==> src/design/tgc_pkg.sv <==
package tgc_pkg;

	localparam int CoordW = 11;
	localparam int TimeW  = 32;
	localparam int DebW   = 16;
	localparam int GestW  = 3;
	localparam int CfgIdxW  = 2;
	localparam int CfgDataW = 16;

	typedef logic [CoordW-1:0] coord_t;
	typedef logic [TimeW-1:0]  time_ms_t;
	typedef logic [GestW-1:0]  gest_t;

	// gesture codes
	localparam gest_t GEST_NONE  = 3'd0;
	localparam gest_t GEST_LEFT  = 3'd1;
	localparam gest_t GEST_RIGHT = 3'd2;
	localparam gest_t GEST_DOWN  = 3'd3;
	localparam gest_t GEST_TAP   = 3'd4;
	localparam gest_t GEST_LONG  = 3'd5;

	// register indexes
	localparam logic [CfgIdxW-1:0] REG_SWIPE_H_MIN = 2'd0;
	localparam logic [CfgIdxW-1:0] REG_SWIPE_V_MIN = 2'd1;
	localparam logic [CfgIdxW-1:0] REG_TAP_MAX     = 2'd2;
	localparam logic [CfgIdxW-1:0] REG_DEBOUNCE    = 2'd3;

	// register reset values
	localparam coord_t            SWIPE_H_MIN_RST = 11'd60;
	localparam coord_t            SWIPE_V_MIN_RST = 11'd80;
	localparam coord_t            TAP_MAX_RST     = 11'd30;
	localparam logic [DebW-1:0]   DEBOUNCE_RST    = 16'd100;

	// thresholds handed to the classifier
	typedef struct packed {
		coord_t swipe_h_min;
		coord_t swipe_v_min;
		coord_t tap_max;
	} cls_cfg_t;

endpackage

==> src/design/tgc_in_if.sv <==
interface tgc_in_if;
	import tgc_pkg::*;

	logic     valid;
	logic     ready;
	logic     touched;
	coord_t   point_x_in;
	coord_t   point_y_in;
	time_ms_t now_ms;
	logic     long_press;
	logic     wake_consumed;

	modport source (
		output valid, touched, point_x_in, point_y_in, now_ms, long_press, wake_consumed,
		input  ready
	);
	modport sink (
		input  valid, touched, point_x_in, point_y_in, now_ms, long_press, wake_consumed,
		output ready
	);
endinterface

==> src/design/tgc_out_if.sv <==
interface tgc_out_if;
	import tgc_pkg::*;

	logic   valid;
	logic   ready;
	gest_t  gesture;
	coord_t point_x_out;
	coord_t point_y_out;

	modport source (
		output valid, gesture, point_x_out, point_y_out,
		input  ready
	);
	modport sink (
		input  valid, gesture, point_x_out, point_y_out,
		output ready
	);
endinterface

==> src/design/touch_gesture_classifier_core.sv <==
// touch gesture classifier: one touch sample in, one gesture beat out per sample. a sample
// is registered on acceptance; once the result register can take it, the stage logic updates
// the touch state (last point, start point, last touch-down time, previous touched flag) and
// loads the result register. a sample can be taken every cycle, so the sustained rate is one
// sample per clock while the output is not stalled; the block stalls only while the result
// register is full and the sink holds ready low. the four threshold registers are written
// through cfg_we/cfg_index/cfg_data and should only change while no sample is in flight. the
// gesture codes are 0 none, 1 swipe left, 2 swipe right, 3 swipe down, 4 tap (start point
// reported), 5 long-press (last point reported); the point is zero for every other code.
module touch_gesture_classifier_core (
	input  logic                           clk,
	input  logic                           arst_n,
	input  logic                           cfg_we,
	input  logic [tgc_pkg::CfgIdxW-1:0]    cfg_index,
	input  logic [tgc_pkg::CfgDataW-1:0]   cfg_data,
	tgc_in_if.sink                         sample,
	tgc_out_if.source                      result
);
	import tgc_pkg::*;

	// configuration registers
	cls_cfg_t        cfg_q;
	logic [DebW-1:0] debounce_q;

	always_ff @(posedge clk or negedge arst_n) begin
		if (!arst_n) begin
			cfg_q.swipe_h_min <= SWIPE_H_MIN_RST;
			cfg_q.swipe_v_min <= SWIPE_V_MIN_RST;
			cfg_q.tap_max     <= TAP_MAX_RST;
			debounce_q        <= DEBOUNCE_RST;
		end else if (cfg_we) begin
			case (cfg_index)
				REG_SWIPE_H_MIN: cfg_q.swipe_h_min <= cfg_data[CoordW-1:0];
				REG_SWIPE_V_MIN: cfg_q.swipe_v_min <= cfg_data[CoordW-1:0];
				REG_TAP_MAX:     cfg_q.tap_max     <= cfg_data[CoordW-1:0];
				REG_DEBOUNCE:    debounce_q        <= cfg_data[DebW-1:0];
				default: ;
			endcase
		end
	end

	// input stage
	logic     valid_s1;
	logic     touched_s1;
	coord_t   px_s1;
	coord_t   py_s1;
	time_ms_t now_s1;
	logic     lp_s1;
	logic     wake_s1;

	// output register
	logic   out_valid_q;
	gest_t  gesture_q;
	coord_t ox_q;
	coord_t oy_q;

	logic advance;   // stage 1 may hand its sample to the result register
	logic take_in;

	assign advance      = !out_valid_q || result.ready;
	assign sample.ready = !valid_s1 || advance;
	assign take_in      = sample.valid && sample.ready;

	always_ff @(posedge clk or negedge arst_n) begin
		if (!arst_n) begin
			valid_s1 <= 1'b0;
		end else if (sample.ready) begin
			valid_s1 <= sample.valid;
		end
	end

	always_ff @(posedge clk) begin
		if (take_in) begin
			touched_s1 <= sample.touched;
			px_s1      <= sample.point_x_in;
			py_s1      <= sample.point_y_in;
			now_s1     <= sample.now_ms;
			lp_s1      <= sample.long_press;
			wake_s1    <= sample.wake_consumed;
		end
	end

	// touch state
	logic     was_touched_q;
	coord_t   start_x_q;
	coord_t   start_y_q;
	coord_t   held_x_q;
	coord_t   held_y_q;
	time_ms_t last_down_q;

	logic     fire;       // stage 1 sample is consumed this cycle
	coord_t   held_x_nx;
	coord_t   held_y_nx;
	logic     touch_down;
	logic     lift;
	logic     debounce_ok;
	logic     start_take;
	time_ms_t elapsed;
	gest_t    cand;
	gest_t    gest_nx;
	coord_t   ox_nx;
	coord_t   oy_nx;

	// lift is classified against the held and start point as they stand before this sample
	tgc_classify u_classify (
		.start_x (start_x_q),
		.start_y (start_y_q),
		.held_x  (held_x_q),
		.held_y  (held_y_q),
		.cfg     (cfg_q),
		.cand    (cand)
	);

	always_comb begin
		fire        = valid_s1 && advance;
		held_x_nx   = touched_s1 ? px_s1 : held_x_q;
		held_y_nx   = touched_s1 ? py_s1 : held_y_q;
		touch_down  = touched_s1 && !was_touched_q;
		lift        = !touched_s1 && was_touched_q;
		// elapsed time wraps modulo 2^32
		elapsed     = now_s1 - last_down_q;
		debounce_ok = elapsed > TimeW'(debounce_q);
		start_take  = touch_down && debounce_ok;

		gest_nx = GEST_NONE;
		ox_nx   = '0;
		oy_nx   = '0;
		// wake suppression drops the gesture but not the state update
		if (lift && !wake_s1 && cand != GEST_NONE) begin
			gest_nx = cand;
			if (cand == GEST_TAP) begin
				ox_nx = start_x_q;
				oy_nx = start_y_q;
			end
		end
		// long-press needs touched, so it never meets a lift
		if (lp_s1 && touched_s1 && !wake_s1) begin
			gest_nx = GEST_LONG;
			ox_nx   = held_x_nx;
			oy_nx   = held_y_nx;
		end
	end

	always_ff @(posedge clk or negedge arst_n) begin
		if (!arst_n) begin
			was_touched_q <= 1'b0;
			start_x_q     <= '0;
			start_y_q     <= '0;
			held_x_q      <= '0;
			held_y_q      <= '0;
			last_down_q   <= '0;
		end else if (fire) begin
			was_touched_q <= touched_s1;
			held_x_q      <= held_x_nx;
			held_y_q      <= held_y_nx;
			if (start_take) begin
				start_x_q   <= held_x_nx;
				start_y_q   <= held_y_nx;
				last_down_q <= now_s1;
			end
		end
	end

	always_ff @(posedge clk or negedge arst_n) begin
		if (!arst_n) begin
			out_valid_q <= 1'b0;
		end else if (advance) begin
			out_valid_q <= valid_s1;
		end
	end

	always_ff @(posedge clk) begin
		if (fire) begin
			gesture_q <= gest_nx;
			ox_q      <= ox_nx;
			oy_q      <= oy_nx;
		end
	end

	assign result.valid       = out_valid_q;
	assign result.gesture     = gesture_q;
	assign result.point_x_out = ox_q;
	assign result.point_y_out = oy_q;

`ifndef SYNTHESIS
	// only codes 0..5 ever leave the block
	a_gest_range: assert property (@(posedge clk) disable iff (!arst_n)
		out_valid_q |-> gesture_q <= GEST_LONG)
		else $error("gesture code out of range");

	// a point is reported only with a tap or a long-press
	a_point_zero: assert property (@(posedge clk) disable iff (!arst_n)
		(out_valid_q && gesture_q != GEST_TAP && gesture_q != GEST_LONG)
		|-> (ox_q == '0 && oy_q == '0))
		else $error("point reported with a gesture that carries none");

	// the touched flag of a consumed beat becomes the previous-touch state
	a_was_touched: assert property (@(posedge clk) disable iff (!arst_n)
		fire |=> was_touched_q == $past(touched_s1))
		else $error("touch state not updated from consumed beat");
`endif

endmodule

==> src/design/tgc_classify.sv <==
module tgc_classify (
	input  tgc_pkg::coord_t   start_x,
	input  tgc_pkg::coord_t   start_y,
	input  tgc_pkg::coord_t   held_x,
	input  tgc_pkg::coord_t   held_y,
	input  tgc_pkg::cls_cfg_t cfg,
	output tgc_pkg::gest_t    cand
);
	import tgc_pkg::*;

	logic signed [CoordW:0] dx;
	logic signed [CoordW:0] dy;
	coord_t adx;
	coord_t ady;

	always_comb begin
		dx  = $signed({1'b0, held_x}) - $signed({1'b0, start_x});
		dy  = $signed({1'b0, held_y}) - $signed({1'b0, start_y});
		// magnitude fits in 11 bits since |d| <= 2047
		adx = dx[CoordW] ? CoordW'(-dx) : dx[CoordW-1:0];
		ady = dy[CoordW] ? CoordW'(-dy) : dy[CoordW-1:0];

		if (adx > cfg.swipe_h_min && adx > ady) begin
			cand = dx[CoordW] ? GEST_LEFT : GEST_RIGHT;
		end else if (!dy[CoordW] && dy[CoordW-1:0] > cfg.swipe_v_min && ady > adx) begin
			cand = GEST_DOWN;
		end else if (adx < cfg.tap_max && ady < cfg.tap_max) begin
			cand = GEST_TAP;
		end else begin
			cand = GEST_NONE;
		end
	end
endmodule

==> src/flat_wrapper.sv <==
// flat-port wrapper written by rule: the top's interface ports become plain ports
module touch_gesture_classifier_core_flat import tgc_pkg::*;
  (clk, arst_n, cfg_we, cfg_index, cfg_data, sample_valid, sample_touched, sample_point_x_in, sample_point_y_in, sample_now_ms, sample_long_press, sample_wake_consumed, sample_ready, result_valid, result_gesture, result_point_x_out, result_point_y_out, result_ready);
  tgc_in_if sample_i ();
  tgc_out_if result_i ();
  input  logic clk;
  input  logic arst_n;
  input  logic cfg_we;
  input  logic [tgc_pkg::CfgIdxW-1:0] cfg_index;
  input  logic [tgc_pkg::CfgDataW-1:0] cfg_data;
  input wire logic [$bits(sample_i.valid)-1:0] sample_valid;
  input wire logic [$bits(sample_i.touched)-1:0] sample_touched;
  input wire logic [$bits(sample_i.point_x_in)-1:0] sample_point_x_in;
  input wire logic [$bits(sample_i.point_y_in)-1:0] sample_point_y_in;
  input wire logic [$bits(sample_i.now_ms)-1:0] sample_now_ms;
  input wire logic [$bits(sample_i.long_press)-1:0] sample_long_press;
  input wire logic [$bits(sample_i.wake_consumed)-1:0] sample_wake_consumed;
  output wire logic [$bits(sample_i.ready)-1:0] sample_ready;
  output wire logic [$bits(result_i.valid)-1:0] result_valid;
  output wire logic [$bits(result_i.gesture)-1:0] result_gesture;
  output wire logic [$bits(result_i.point_x_out)-1:0] result_point_x_out;
  output wire logic [$bits(result_i.point_y_out)-1:0] result_point_y_out;
  input wire logic [$bits(result_i.ready)-1:0] result_ready;
  assign sample_i.valid = sample_valid;
  assign sample_i.touched = sample_touched;
  assign sample_i.point_x_in = sample_point_x_in;
  assign sample_i.point_y_in = sample_point_y_in;
  assign sample_i.now_ms = sample_now_ms;
  assign sample_i.long_press = sample_long_press;
  assign sample_i.wake_consumed = sample_wake_consumed;
  assign sample_ready = sample_i.ready;
  assign result_valid = result_i.valid;
  assign result_gesture = result_i.gesture;
  assign result_point_x_out = result_i.point_x_out;
  assign result_point_y_out = result_i.point_y_out;
  assign result_i.ready = result_ready;
  touch_gesture_classifier_core u_core (.clk(clk), .arst_n(arst_n), .cfg_we(cfg_we), .cfg_index(cfg_index), .cfg_data(cfg_data), .sample(sample_i), .result(result_i));
endmodule
==> config.mk <==
export PLATFORM = sky130hd
export DESIGN_NAME = touch_gesture_classifier_core_flat
export DESIGN_NICKNAME = d
export VERILOG_FILES = /design/src/design/tgc_pkg.sv /design/src/design/tgc_in_if.sv /design/src/design/tgc_out_if.sv /design/src/design/touch_gesture_classifier_core.sv /design/src/design/tgc_classify.sv /design/src/flat_wrapper.sv
export SDC_FILE = /design/constraint.sdc
export NUM_CORES = 1
export LEC_CHECK = 0
export ABC_CLOCK_PERIOD_IN_PS = 4700
export BUFFER_PORTS_ARGS = -buffer_cell sky130_fd_sc_hd__buf_2
export CORE_MARGIN = 2
export CORE_UTILIZATION = 55
export CTS_BUF_LIST = sky130_fd_sc_hd__clkbuf_4 sky130_fd_sc_hd__clkbuf_8
export CTS_CLUSTER_DIAMETER = 60
export CTS_CLUSTER_SIZE = 20
export DETAILED_ROUTE_END_ITERATION = 10
export PLACE_DENSITY = 0.77
export SKIP_LAST_GASP = 1
export SLEW_MARGIN = 40
export SYNTH_ARGS = -nofsm -noshare
export SYNTH_HDL_FRONTEND = slang
export SYNTH_HIERARCHICAL = 1
export SYNTH_SLANG_ARGS = --single-unit
==> constraint.sdc <==
create_clock -name clk -period 4.7 [get_ports clk]
set_input_delay 0.47 -clock clk [delete_from_list [all_inputs] [get_ports clk]]
set_output_delay 0.47 -clock clk [all_outputs]
set_load 0.01 [all_outputs]
==> results of run 1 <==
critical path, stage by stage (launching register included):
cell       delay, ns
dfrtp_1         0.39
inv_1           0.06
ha_2            0.18
inv_2           0.04
fa_2            0.35
a21o_1          0.18
a21oi_2         0.17
xnor2_2         0.10
or2_4           0.27
or4b_4          0.56
o31ai_4         0.32
xnor2_2         0.17
ha_1            0.29
a21o_1          0.20
a21oi_2         0.17
o211ai_1        0.13
nand3_1         0.16
o211ai_1        0.11
and3b_1         0.24
nand2_2         0.08
nor4_4          0.26
buf_4           0.22
clkbuf_16       0.15
a22o_1          0.14
per-stage QoR:
step                        util  cells
after CTS                 0.6599   1630
final                     0.6835   1653
after floorplan                -   1133
after global placement    0.6256   1584
after global routing      0.6835   1653
after detailed placement  0.6258   1584
cell usage in the layout, fill, tap and decap left out, types with 39 or more instances in the layout:
| master | instances |
|---|---|
| inv_1 | 115 |
| dfrtp_1 | 115 |
| ha_1 | 114 |
| buf_4 | 112 |
| buf_2 | 105 |
| edfxtp_1 | 82 |
| mux2_2 | 75 |
| nand2_1 | 50 |
| a21oi_1 | 47 |
| nor2_1 | 46 |
| mux2_1 | 39 |
power by group through the flow:
stage / logic, mW / registers [mW] / clock network, mW
3_5_place_dp: 6.59 / 2.52 / 0
2_1_floorplan: 4.36 / 2.48 / 0
5_1_grt: 8.32 / 2.53 / 1.24
4_1_cts: 6.89 / 2.48 / 1.17
3_3_place_gp: 6.40 / 2.49 / 0
6_report: 7.59 / 2.49 / 1.14
cells by family (layout without fill, tap and decap cells):
logic type,Yosys count,in the layout,share of synthesized area
buffers and inverters,152,387,0.04707
DFF,210,210,0.4500
and+or+nand+nor,207,207,0.08294
adders and majority gates,126,126,0.1266
muxes,128,128,0.1139
xor gates and xnor gates,63,63,0.04548
AOI/OAI and AO/OA,247,247,0.1341
what timing repair did:
action                     4_1_cts  5_1_grt
hold endpoints to repair         0       55
pin swaps                       16       53
gates resized for setup         42       62
setup endpoints to repair       78       79
hold buffers                     0        1
setup buffers                   10       19
cloned                           4        5
state kept, by name, indices dropped and copies added (netlist names), 3 cells and up:
| name | count |
|---|---|
| u_core/cfg_q | 33 |
| u_core/last_down_q | 32 |
| u_core/now_s1 | 32 |
| u_core/debounce_q | 16 |
| u_core/held_x_q | 11 |
| u_core/held_y_q | 11 |
| u_core/px_s1 | 11 |
| u_core/py_s1 | 11 |
| u_core/result.point_x_out | 11 |
| u_core/result.point_y_out | 11 |
| u_core/start_x_q | 11 |
| u_core/start_y_q | 11 |
| u_core/result.gesture | 3 |
path summary, 6_finish.rpt:
kind,from,to,slack (ns)
min,sample_point_y_in[8],u_core/py_s1[8]$_DFFE_PP_,0.08
max,u_core/held_x_q[0]$_DFFE_PN0P_,u_core/result.point_y_out[3]$_DFFE_PP_,-0.39
min reg2reg,u_core/valid_s1$_DFFE_PN0N_,u_core/result.valid$_DFFE_PN0P_,0.47
max in group asynchronous,arst_n,u_core/last_down_q[21]$_DFFE_PN0P_,3.25
max reg2reg,u_core/held_x_q[0]$_DFFE_PN0P_,u_core/result.point_y_out[3]$_DFFE_PP_,-0.39
min in group asynchronous,arst_n,u_core/cfg_q[23]$_DFFE_PN0P_,0.45
Yosys cell counts (all sizes together) (5+ instances only):
| master | number |
|---|---|
| a211oi | 13 |
| a22o | 22 |
| dfstp | 13 |
| xor2 | 21 |
| nor3 | 17 |
| dfrtp | 115 |
| o211ai | 11 |
| nor2b | 7 |
| a21oi | 64 |
| o21bai | 5 |
| xnor2 | 42 |
| a21o | 23 |
| nor4 | 6 |
| nand3b | 8 |
| clkbuf | 23 |
| mux2 | 125 |
| nand2 | 51 |
| nor2 | 48 |
| a31oi | 8 |
| o21ai | 51 |
| nand4 | 24 |
| nand2b | 12 |
| edfxtp | 82 |
| nand3 | 14 |
| inv | 119 |
| ha | 123 |
| o31ai | 9 |
| o21a | 12 |
| buf | 10 |
cell type report:
class / instances / area, um^2
fill: 1618 / 7143
multi-input combinational: 771 / 6815
sequential: 210 / 5682
timing repair buffer: 235 / 1732
inverter: 119 / 446.7
tap: 285 / 356.6
clock buffer: 21 / 276.5
clock inverter: 12 / 120.1
routing by layer:
metal | vias up | wire length, um
li1 | 4555 | -
met1 | 4673 | 12860
met2 | 268 | 15260
met3 | 74 | 1432
met4 | 0 | 969
met5 | - | 0
==> flow_metrics.env, run 1 <==
export IMPL_cp_start_kind="flip-flop"
export IMPL_layout_setup_ws_ns=-0.3875
export IMPL_slew_headroom=0.5841
export IMPL_stdcell_area_mm2=0.01543
export IMPL_vias_per_cell=5.789
export IMPL_insertion_delay_ns=0.55
export IMPL_power_density_mw_per_mm2=726.8
export IMPL_p_sw_frac=0.4299
export IMPL_grt_use_met3=0.03928
export IMPL_reg2regPathDepth=23
export IMPL_met1_usage=0.2997
export IMPL_numCtsBuffers=19
export IMPL_max_cap_viol_count=0
export IMPL_dieArea_mm2=0.02419
export IMPL_postSynthAreaPerCell_um2=11.14
export IMPL_io_pins=107
export IMPL_fmax_ghz=0.1966
export IMPL_yosys_area_top_type_share=0.2279
export IMPL_pwr_share_clk=0.102
export IMPL_yosys_area_top_type="dfrtp_1"
export IMPL_slew_viol_final=0
export IMPL_synthArstFlopShare=0.6095
export IMPL_gp_congestion=0.9336
export IMPL_grt_overflow_total=0
export IMPL_drive_above_1_share=0.3289
export IMPL_die_height_um=155.5
export IMPL_grt_pass1_wl_um=47470
export IMPL_period_share=1.082
export IMPL_intPower_mw=6.392
export IMPL_p_switching_mw=4.821
export IMPL_grt_busiest_layer="met2"
export IMPL_rows=55
export IMPL_start_util=0.5594
export IMPL_min_period_ns=5.087
export IMPL_ys_types=76
export IMPL_crit_type="flip-flop to flip-flop"
export IMPL_htreeDepth=1
export IMPL_worst_pin_slew_ns=0.6238
export IMPL_die_width_um=155.5
export IMPL_dp_slack_ns=-0.3388
export IMPL_holdCritPathClass="input pin to flip-flop"
export IMPL_grt_total_usage=0.2449
export IMPL_drt_iter0_markers=648
export IMPL_violations="negative setup slack"
export IMPL_synthFlopType="dfrtp_1"
export IMPL_postSynthRegisterBits=210
export IMPL_drt_wl_total_um=30520
export IMPL_cts_path_max_buffers=3
export IMPL_hpwl_um=20910
export IMPL_cp_max_fo=6
export IMPL_clkTransAtPathRegs_ns=0.12
export IMPL_power_share_sequential=0.222
export IMPL_nets=1562
export IMPL_drc=0
export IMPL_diodes=0
export IMPL_share_comb_of_total_power=0.677
export IMPL_area_growth_pct=22.19
export IMPL_ys_warn_count=6
export IMPL_core_area_mm2=0.02257
export IMPL_use_met2=0.4399
export IMPL_syn_nets=1339
export IMPL_synth_area_leaders="dfrtp_1, edfxtp_1, ha_1, mux2_2, mux2_1"
export IMPL_timing_hold_ws_ns=0.08115
export IMPL_setup_tns_ns=-6.707
export IMPL_dr_total_vias=9570
export IMPL_rsz0062_at_grt="yes"
export IMPL_fin_worst_skew_ns=0.02814
export IMPL_dr_pass1_iters=5
export IMPL_end_kind="flip-flop"
export IMPL_peakVddDrop_v=0.0004803
export IMPL_synth_edff_count=82
export IMPL_p_leak_nw=7.006
export IMPL_drtAntennaViolNets=0
export IMPL_antenna_found_initial=0
export IMPL_hold_viol=0
export IMPL_whs_path_depth=1
export IMPL_total_power_mw=11.21
export IMPL_wire_per_inst_um=18.46
export IMPL_seq_area_frac_synth=0.4500
export IMPL_clock_sink_count=210
export IMPL_io_buffers=106
export IMPL_placed_area_mm2=0.01413
export IMPL_syn_inst=1133
export IMPL_cp_required_ns=5.11
export IMPL_tritoncts="built"
export IMPL_setup_violations=23
export IMPL_status="complete, but fails checks"
export IMPL_grt_pass1_vias=9793
export IMPL_grt_max_degree=61
export IMPL_syn_area_mm2=0.01263
export IMPL_ctsRootBufferMaster="clkbuf_8"
export IMPL_arrival_ns=5.50
Power figures use the tool's default switching activity.
==> inputs of run 2 (changes only) <==
CELL_PAD_IN_SITES_DETAIL_PLACEMENT = 0   (was default)
CELL_PAD_IN_SITES_GLOBAL_PLACEMENT = 1   (was default)
CORE_UTILIZATION = 45   (was 55)
PLACE_DENSITY = default   (was 0.77)
PLACE_DENSITY_LB_ADDON = 0.1   (was default)
==> flow_metrics.env, run 2 (synthesis gave the netlist of run 1 again) <==
export IMPL_drt_wl_total_um=29780
export IMPL_insertion_delay_ns=0.57
export IMPL_holdCritPathClass="input pin to flip-flop"
export IMPL_ctsRootBufferMaster="clkbuf_8"
export IMPL_power_share_sequential=0.214
export IMPL_power_density_mw_per_mm2=730.9
export IMPL_violations="negative setup slack"
export IMPL_die_height_um=171.5
export IMPL_fillers=2416
export IMPL_worst_pin_slew_ns=0.6808
export IMPL_wire_per_inst_um=16.71
export IMPL_mostFrequentLayoutCells="buf_4, dfrtp_1, inv_1, ha_1, buf_2"
export IMPL_grt_pass1_wl_um=47380
export IMPL_hold_viol=0
export IMPL_grt_max_degree=98
export IMPL_min_period_ns=4.995
export IMPL_stdcell_area_mm2=0.01586
export IMPL_crit_type="flip-flop to flip-flop"
export IMPL_grt_overflow_total=0
export IMPL_share_comb_of_total_power=0.673
export IMPL_nets=1594
export IMPL_area_growth_pct=25.63
export IMPL_dr_total_vias=9303
export IMPL_core_area_mm2=0.02771
export IMPL_rows=61
export IMPL_peakVddDrop_v=0.0003912
export IMPL_cp_start_kind="flip-flop"
export IMPL_clock_sink_count=210
export IMPL_cp_required_ns=5.01
export IMPL_io_pins=107
export IMPL_p_sw_frac=0.4193
export IMPL_htreeDepth=1
export IMPL_drive_above_1_share=0.3440
export IMPL_drt_iter0_markers=372
export IMPL_arrival_ns=5.30
export IMPL_regMostFlops="u_core/cfg_q"
export IMPL_drtAntennaViolNets=0
export IMPL_antenna_found_initial=0
export IMPL_diodes=0
export IMPL_p_leak_nw=7.149
export IMPL_clkTransAtPathRegs_ns=0.11
export IMPL_hpwl_um=22000
export IMPL_dr_pass1_iters=7
export IMPL_gp_congestion=0.8603
export IMPL_dieArea_mm2=0.02942
export IMPL_drc=0
export IMPL_io_buffers=106
export IMPL_largest_register_ffs=33
export IMPL_reg_top3="u_core/cfg_q x33, u_core/last_down_q x32, u_core/now_s1 x32"
export IMPL_start_util=0.4558
export IMPL_fmax_ghz=0.2002
export IMPL_grt_pass1_vias=9284
export IMPL_tritoncts="built"
export IMPL_max_cap_viol_count=0
export IMPL_status="complete, but fails checks"
export IMPL_layout_commonest_cell="buf_4"
export IMPL_p_switching_mw=4.862
export IMPL_vias_per_cell=5.221
export IMPL_fin_worst_skew_ns=0.04897
export IMPL_rsz0062_at_grt="yes"
export IMPL_slew_viol_final=0
export IMPL_cts_path_max_buffers=3
export IMPL_period_share=1.063
export IMPL_slew_headroom=0.5461
export IMPL_end_kind="flip-flop"
export IMPL_die_width_um=171.5
export IMPL_numCtsBuffers=22
export IMPL_placed_area_mm2=0.01444
export IMPL_pwr_share_clk=0.113
export IMPL_intPower_mw=6.733
export IMPL_total_power_mw=11.59
export IMPL_grt_total_usage=0.2038
export IMPL_layout_setup_ws_ns=-0.2954
export IMPL_cp_max_fo=5
export IMPL_setup_violations=22
[run 2: cell count changes in the layout (fill, tap and decap cells not counted), moves of 4 or more]
| cell | change |
|---|---|
| mux2_4 | -7 |
| buf_4 | +30 |
| mux2_1 | +7 |
| clkbuf_8 | +4 |
| a21oi_1 | +5 |
| a21oi_2 | -4 |
[run 2: worst paths after layout]
kind	startpoint	to	slack [ns]	cells past startpoint
min in group asynchronous	arst_n	u_core/cfg_q[12]$_DFFE_PN0P_	0.36	2
hold reg to reg	u_core/valid_s1$_DFFE_PN0N_	u_core/result.valid$_DFFE_PN0P_	0.49	1
setup / recovery	u_core/held_y_q[0]$_DFFE_PN0P_	u_core/result.point_y_out[6]$_DFFE_PP_	-0.30	23
max in group asynchronous	arst_n	u_core/cfg_q[15]$_DFFE_PN1P_	3.58	3
setup reg to reg	u_core/held_y_q[0]$_DFFE_PN0P_	u_core/result.point_y_out[6]$_DFFE_PP_	-0.30	23
hold / removal	sample_now_ms[12]	u_core/now_s1[12]$_DFFE_PP_	0.06	1
[run 2: layout make-up]
class,instances,area (um^2),share of cell area
inverters,119,446.7,0.02816
well taps,378,473.0,0.02981
repair buffers,264,1924,0.1213
multi-input cells,771,6837,0.4309
clock inverters,16,177.7,0.01120
clock buffers,24,324.1,0.02043
flip-flops and latches,210,5682,0.3582
[run 2: timing repair]
| action | 4_1_cts | 5_1_grt |
|---|---|---|
| pin swaps | 36 | 44 |
| cloned | 5 | 1 |
| hold endpoints to repair | 82 | 0 |
| gates resized for setup | 58 | 48 |
| endpoints found under the setup margin | 67 | 79 |
| buffers inserted | 21 | 12 |
| hold buffers | 1 | 0 |
[run 2: routing by layer]
layer / GRT usage / vias up / part of all wire
li1: - / 4625 / -
met1: 0.2601 / 4512 / 0.44
met2: 0.3649 / 125 / 0.51
met3: 0.02623 / 41 / 0.027
met4: 0.05122 / 0 / 0.025
met5: 0 / - / 0
[run 2: worst max-delay path, stage by stage (launching register included)]
cell and delay [ns]:
dfrtp_1 0.39, inv_1 0.06, ha_2 0.16, inv_1 0.05
fa_2 0.36, a21o_1 0.18, a211oi_2 0.24, nor2_2 0.07
or2_2 0.28, or4b_1 0.56, buf_4 0.17, o31ai_4 0.20
xnor2_1 0.15, ha_1 0.26, and4_1 0.18, and3_4 0.18
a211oi_2 0.17, o211ai_1 0.17, and3b_1 0.21, nand2_2 0.09
nor4_4 0.04, buf_6 0.17, clkbuf_16 0.17, a22o_1 0.23
[run 2: through the flow]
stage	hold slack, ns	setup TNS (ns)	setup slack, ns	cells	util
after CTS	0.01427	-6.789	-0.2709	1770	0.5603
after global placement	0.4586	-9.569	-0.4144	1703	0.5211
after detailed placement	0.4760	-10.41	-0.4530	1703	0.5212
after global routing	0.006519	-10.87	-0.5122	1782	0.5726
after floorplan	0.1744	0	0.01124	1133	-
final	0.05750	-5.582	-0.2954	1782	0.5726
[run 2: power groups by stage]
stage | Combinational, mW | Clock, mW | Sequential (mW)
finish | 7.80 | 1.31 | 2.48
global placement | 6.85 | 0 | 2.50
detailed placement | 6.90 | 0 | 2.52
global route | 8.67 | 1.44 | 2.53
CTS | 7.40 | 1.37 | 2.48
floorplan | 4.36 | 0 | 2.48
==> inputs of run 3 (changes only) <==
CORE_ASPECT_RATIO = 0.75   (was default)
==> flow_metrics.env, run 3 (synthesis gave the netlist of run 1 again) <==
export IMPL_status="complete, but fails checks"
export IMPL_violations="negative setup slack"
export IMPL_grt_max_degree=92
export IMPL_start_util=0.4545
export IMPL_grt_pass1_wl_um=51970
export IMPL_final_cells=1764
export IMPL_tritoncts="built"
export IMPL_io_pins=107
export IMPL_hold_viol=0
export IMPL_antenna_found_initial=0
export IMPL_numCtsBuffers=19
export IMPL_ctsRootBufferMaster="clkbuf_8"
export IMPL_die_height_um=149.1
export IMPL_hpwl_um=23410
export IMPL_cp_buffers_inverters=4
export IMPL_peakVddDrop_v=0.0004192
export IMPL_fillers=2370
export IMPL_drive_above_1_share=0.3746
export IMPL_fin_worst_skew_ns=0.02357
export IMPL_core_area_mm2=0.02779
export IMPL_placed_area_mm2=0.01453
export IMPL_htreeDepth=1
export IMPL_critical_path_max_stage_delay_ns=0.56
export IMPL_power_density_mw_per_mm2=752.5
export IMPL_die_width_um=197.4
export IMPL_layout_commonest_cell="buf_4"
export IMPL_rows=53
export IMPL_mostFrequentLayoutCells="buf_4, dfrtp_1, inv_1, ha_1, buf_2"
export IMPL_slew_viol_final=0
export IMPL_period_share=1.081
export IMPL_clkTransAtPathRegs_ns=0.12
export IMPL_reg_top3="u_core/cfg_q x33, u_core/last_down_q x32, u_core/now_s1 x32"
export IMPL_wire_per_inst_um=18.95
export IMPL_power_share_sequential=0.206
export IMPL_cp_start_kind="flip-flop"
export IMPL_layout_setup_ws_ns=-0.3800
export IMPL_gp_congestion=0.8823
export IMPL_vias_per_cell=5.437
export IMPL_cp_max_fo=6
export IMPL_drt_wl_total_um=33430
export IMPL_io_buffers=106
export IMPL_p_switching_mw=5.133
export IMPL_slew_headroom=0.5903
export IMPL_drc=0
export IMPL_nets=1600
export IMPL_min_period_ns=5.080
export IMPL_largest_register_ffs=33
export IMPL_dp_cells=1696
export IMPL_clock_sink_count=210
export IMPL_grt_pass1_vias=9196
export IMPL_stdcell_area_mm2=0.01610
export IMPL_dp_slack_ns=-0.3446
export IMPL_crit_family="simple AND/OR/NAND/NOR gates"
export IMPL_grt_total_usage=0.2260
export IMPL_cts_path_max_buffers=3
export IMPL_setup_violations=25
export IMPL_drt_iter0_markers=587
export IMPL_intPower_mw=6.979
export IMPL_end_kind="flip-flop"
export IMPL_drtAntennaViolNets=0
export IMPL_insertion_delay_ns=0.58
export IMPL_p_leak_nw=7.445
export IMPL_rsz0062_at_grt="yes"
export IMPL_total_power_mw=12.11
export IMPL_diodes=0
export IMPL_crit_chain="inv_1 -> ha_2 -> inv_2 -> fa_2 -> a21o_1 -> a21oi_1 -> xnor2_1 -> or2_2 -> or4b_4 -> o31ai_4 -> xnor2_2 -> ha_1 -> a21o_1 -> a21oi_1 -> o211ai_1 -> nand3_2 -> o211ai_1 -> and3b_2 -> nand2_4 -> nor4_4 -> buf_4 -> clkbuf_16 -> a22o_1"
export IMPL_dr_pass1_iters=5
export IMPL_area_growth_pct=27.47
export IMPL_worst_pin_slew_ns=0.6127
export IMPL_max_cap_viol_count=0
export IMPL_fmax_ghz=0.1969
export IMPL_setup_tns_ns=-7.856
export IMPL_share_comb_of_total_power=0.687
export IMPL_holdCritPathClass="input pin to flip-flop"
export IMPL_seq_area_mm2=0.005682
export IMPL_dr_total_vias=9590
export IMPL_regMostFlops="u_core/cfg_q"
export IMPL_multiInputGateArea_mm2=0.006995
export IMPL_arrival_ns=5.53
export IMPL_pwr_share_clk=0.106
export IMPL_cp_required_ns=5.15
export IMPL_cp_slowest_cell="or4b_4"
export IMPL_dieArea_mm2=0.02943
export IMPL_grt_overflow_total=0
export IMPL_crit_type="flip-flop to flip-flop"
export IMPL_p_sw_frac=0.4238
==> run 3: changes by cell type in the layout (fill, tap and decap cells not counted), sizes merged <==
cell	before	now
buf	262	270
inv	130	124
clkbuf	25	21
bufinv	0	2
clkinvlp	2	4
clkinv	3	4
==> run 3: cell type report <==
type,instances,share of cell area
inverters,119,0.02775
well taps,357,0.02775
multi-input cells,771,0.4346
flip-flops and latches,210,0.3530
clock buffers,19,0.01625
repair buffers,273,0.1283
clock inverters,15,0.01236
==> run 3: layer usage <==
| metal | global-route usage | vias up | part of all wire |
|---|---|---|---|
| met3 | 0.02962 | 36 | 0.053 |
| li1 | - | 4643 | - |
| met2 | 0.3019 | 241 | 0.39 |
| met4 | 0.03872 | 0 | 0.015 |
| met5 | 0 | - | 0 |
| met1 | 0.3822 | 4670 | 0.54 |
==> run 3: what timing repair did <==
action                     in CTS  in global routing
hold endpoints to repair       84                  0
setup endpoints to repair      77                 79
setup buffers                  17                  8
pin swaps                      22                 64
hold buffers                    1                  0
resized for setup              79                 84
gates cloned                    7                  2
==> run 3: through the flow <==
| step | utilization | hold WS (ns) |
|---|---|---|
| after CTS | 0.5628 | 0.01545 |
| after detailed placement | 0.5228 | 0.4804 |
| final | 0.5793 | 0.06014 |
| after global routing | 0.5793 | 0.02637 |
| after global placement | 0.5224 | 0.4735 |
| after floorplan | - | 0.1744 |
==> run 3: path summary, 6_finish.rpt <==
path / endpoint / slack [ns] / cells past startpoint / start
setup / recovery: u_core/result.point_y_out[9]$_DFFE_PP_ / -0.38 / 23 / u_core/held_x_q[0]$_DFFE_PN0P_
hold / removal: u_core/px_s1[9]$_DFFE_PP_ / 0.06 / 1 / sample_point_x_in[9]
setup reg to reg: u_core/result.point_y_out[9]$_DFFE_PP_ / -0.38 / 23 / u_core/held_x_q[0]$_DFFE_PN0P_
hold reg to reg: u_core/result.valid$_DFFE_PN0P_ / 0.49 / 1 / u_core/valid_s1$_DFFE_PN0N_
max in group asynchronous: u_core/cfg_q[3]$_DFFE_PN1P_ / 3.17 / 4 / arst_n
min in group asynchronous: u_core/start_y_q[9]$_DFFE_PN0P_ / 0.35 / 2 / arst_n
==> run 3: power by group through the flow <==
stage / logic (mW) / clock network (mW) / registers, mW
after floorplan: 4.36 / 0 / 2.48
after global placement: 6.98 / 0 / 2.50
after detailed placement: 7.02 / 0 / 2.52
after CTS: 7.63 / 1.34 / 2.49
after global routing: 9.17 / 1.39 / 2.54
final: 8.32 / 1.29 / 2.50
==> run 3: worst reg2reg max path, delay by kind of cell, from the launching register on <==
kind            cells  cell delay, ns
compound gates      8            1.35
fa+ha+maj           3            0.84
simple gates        6            1.67
xor+xnor            2            0.26
flops               1            0.39
buf+inv             4            0.46
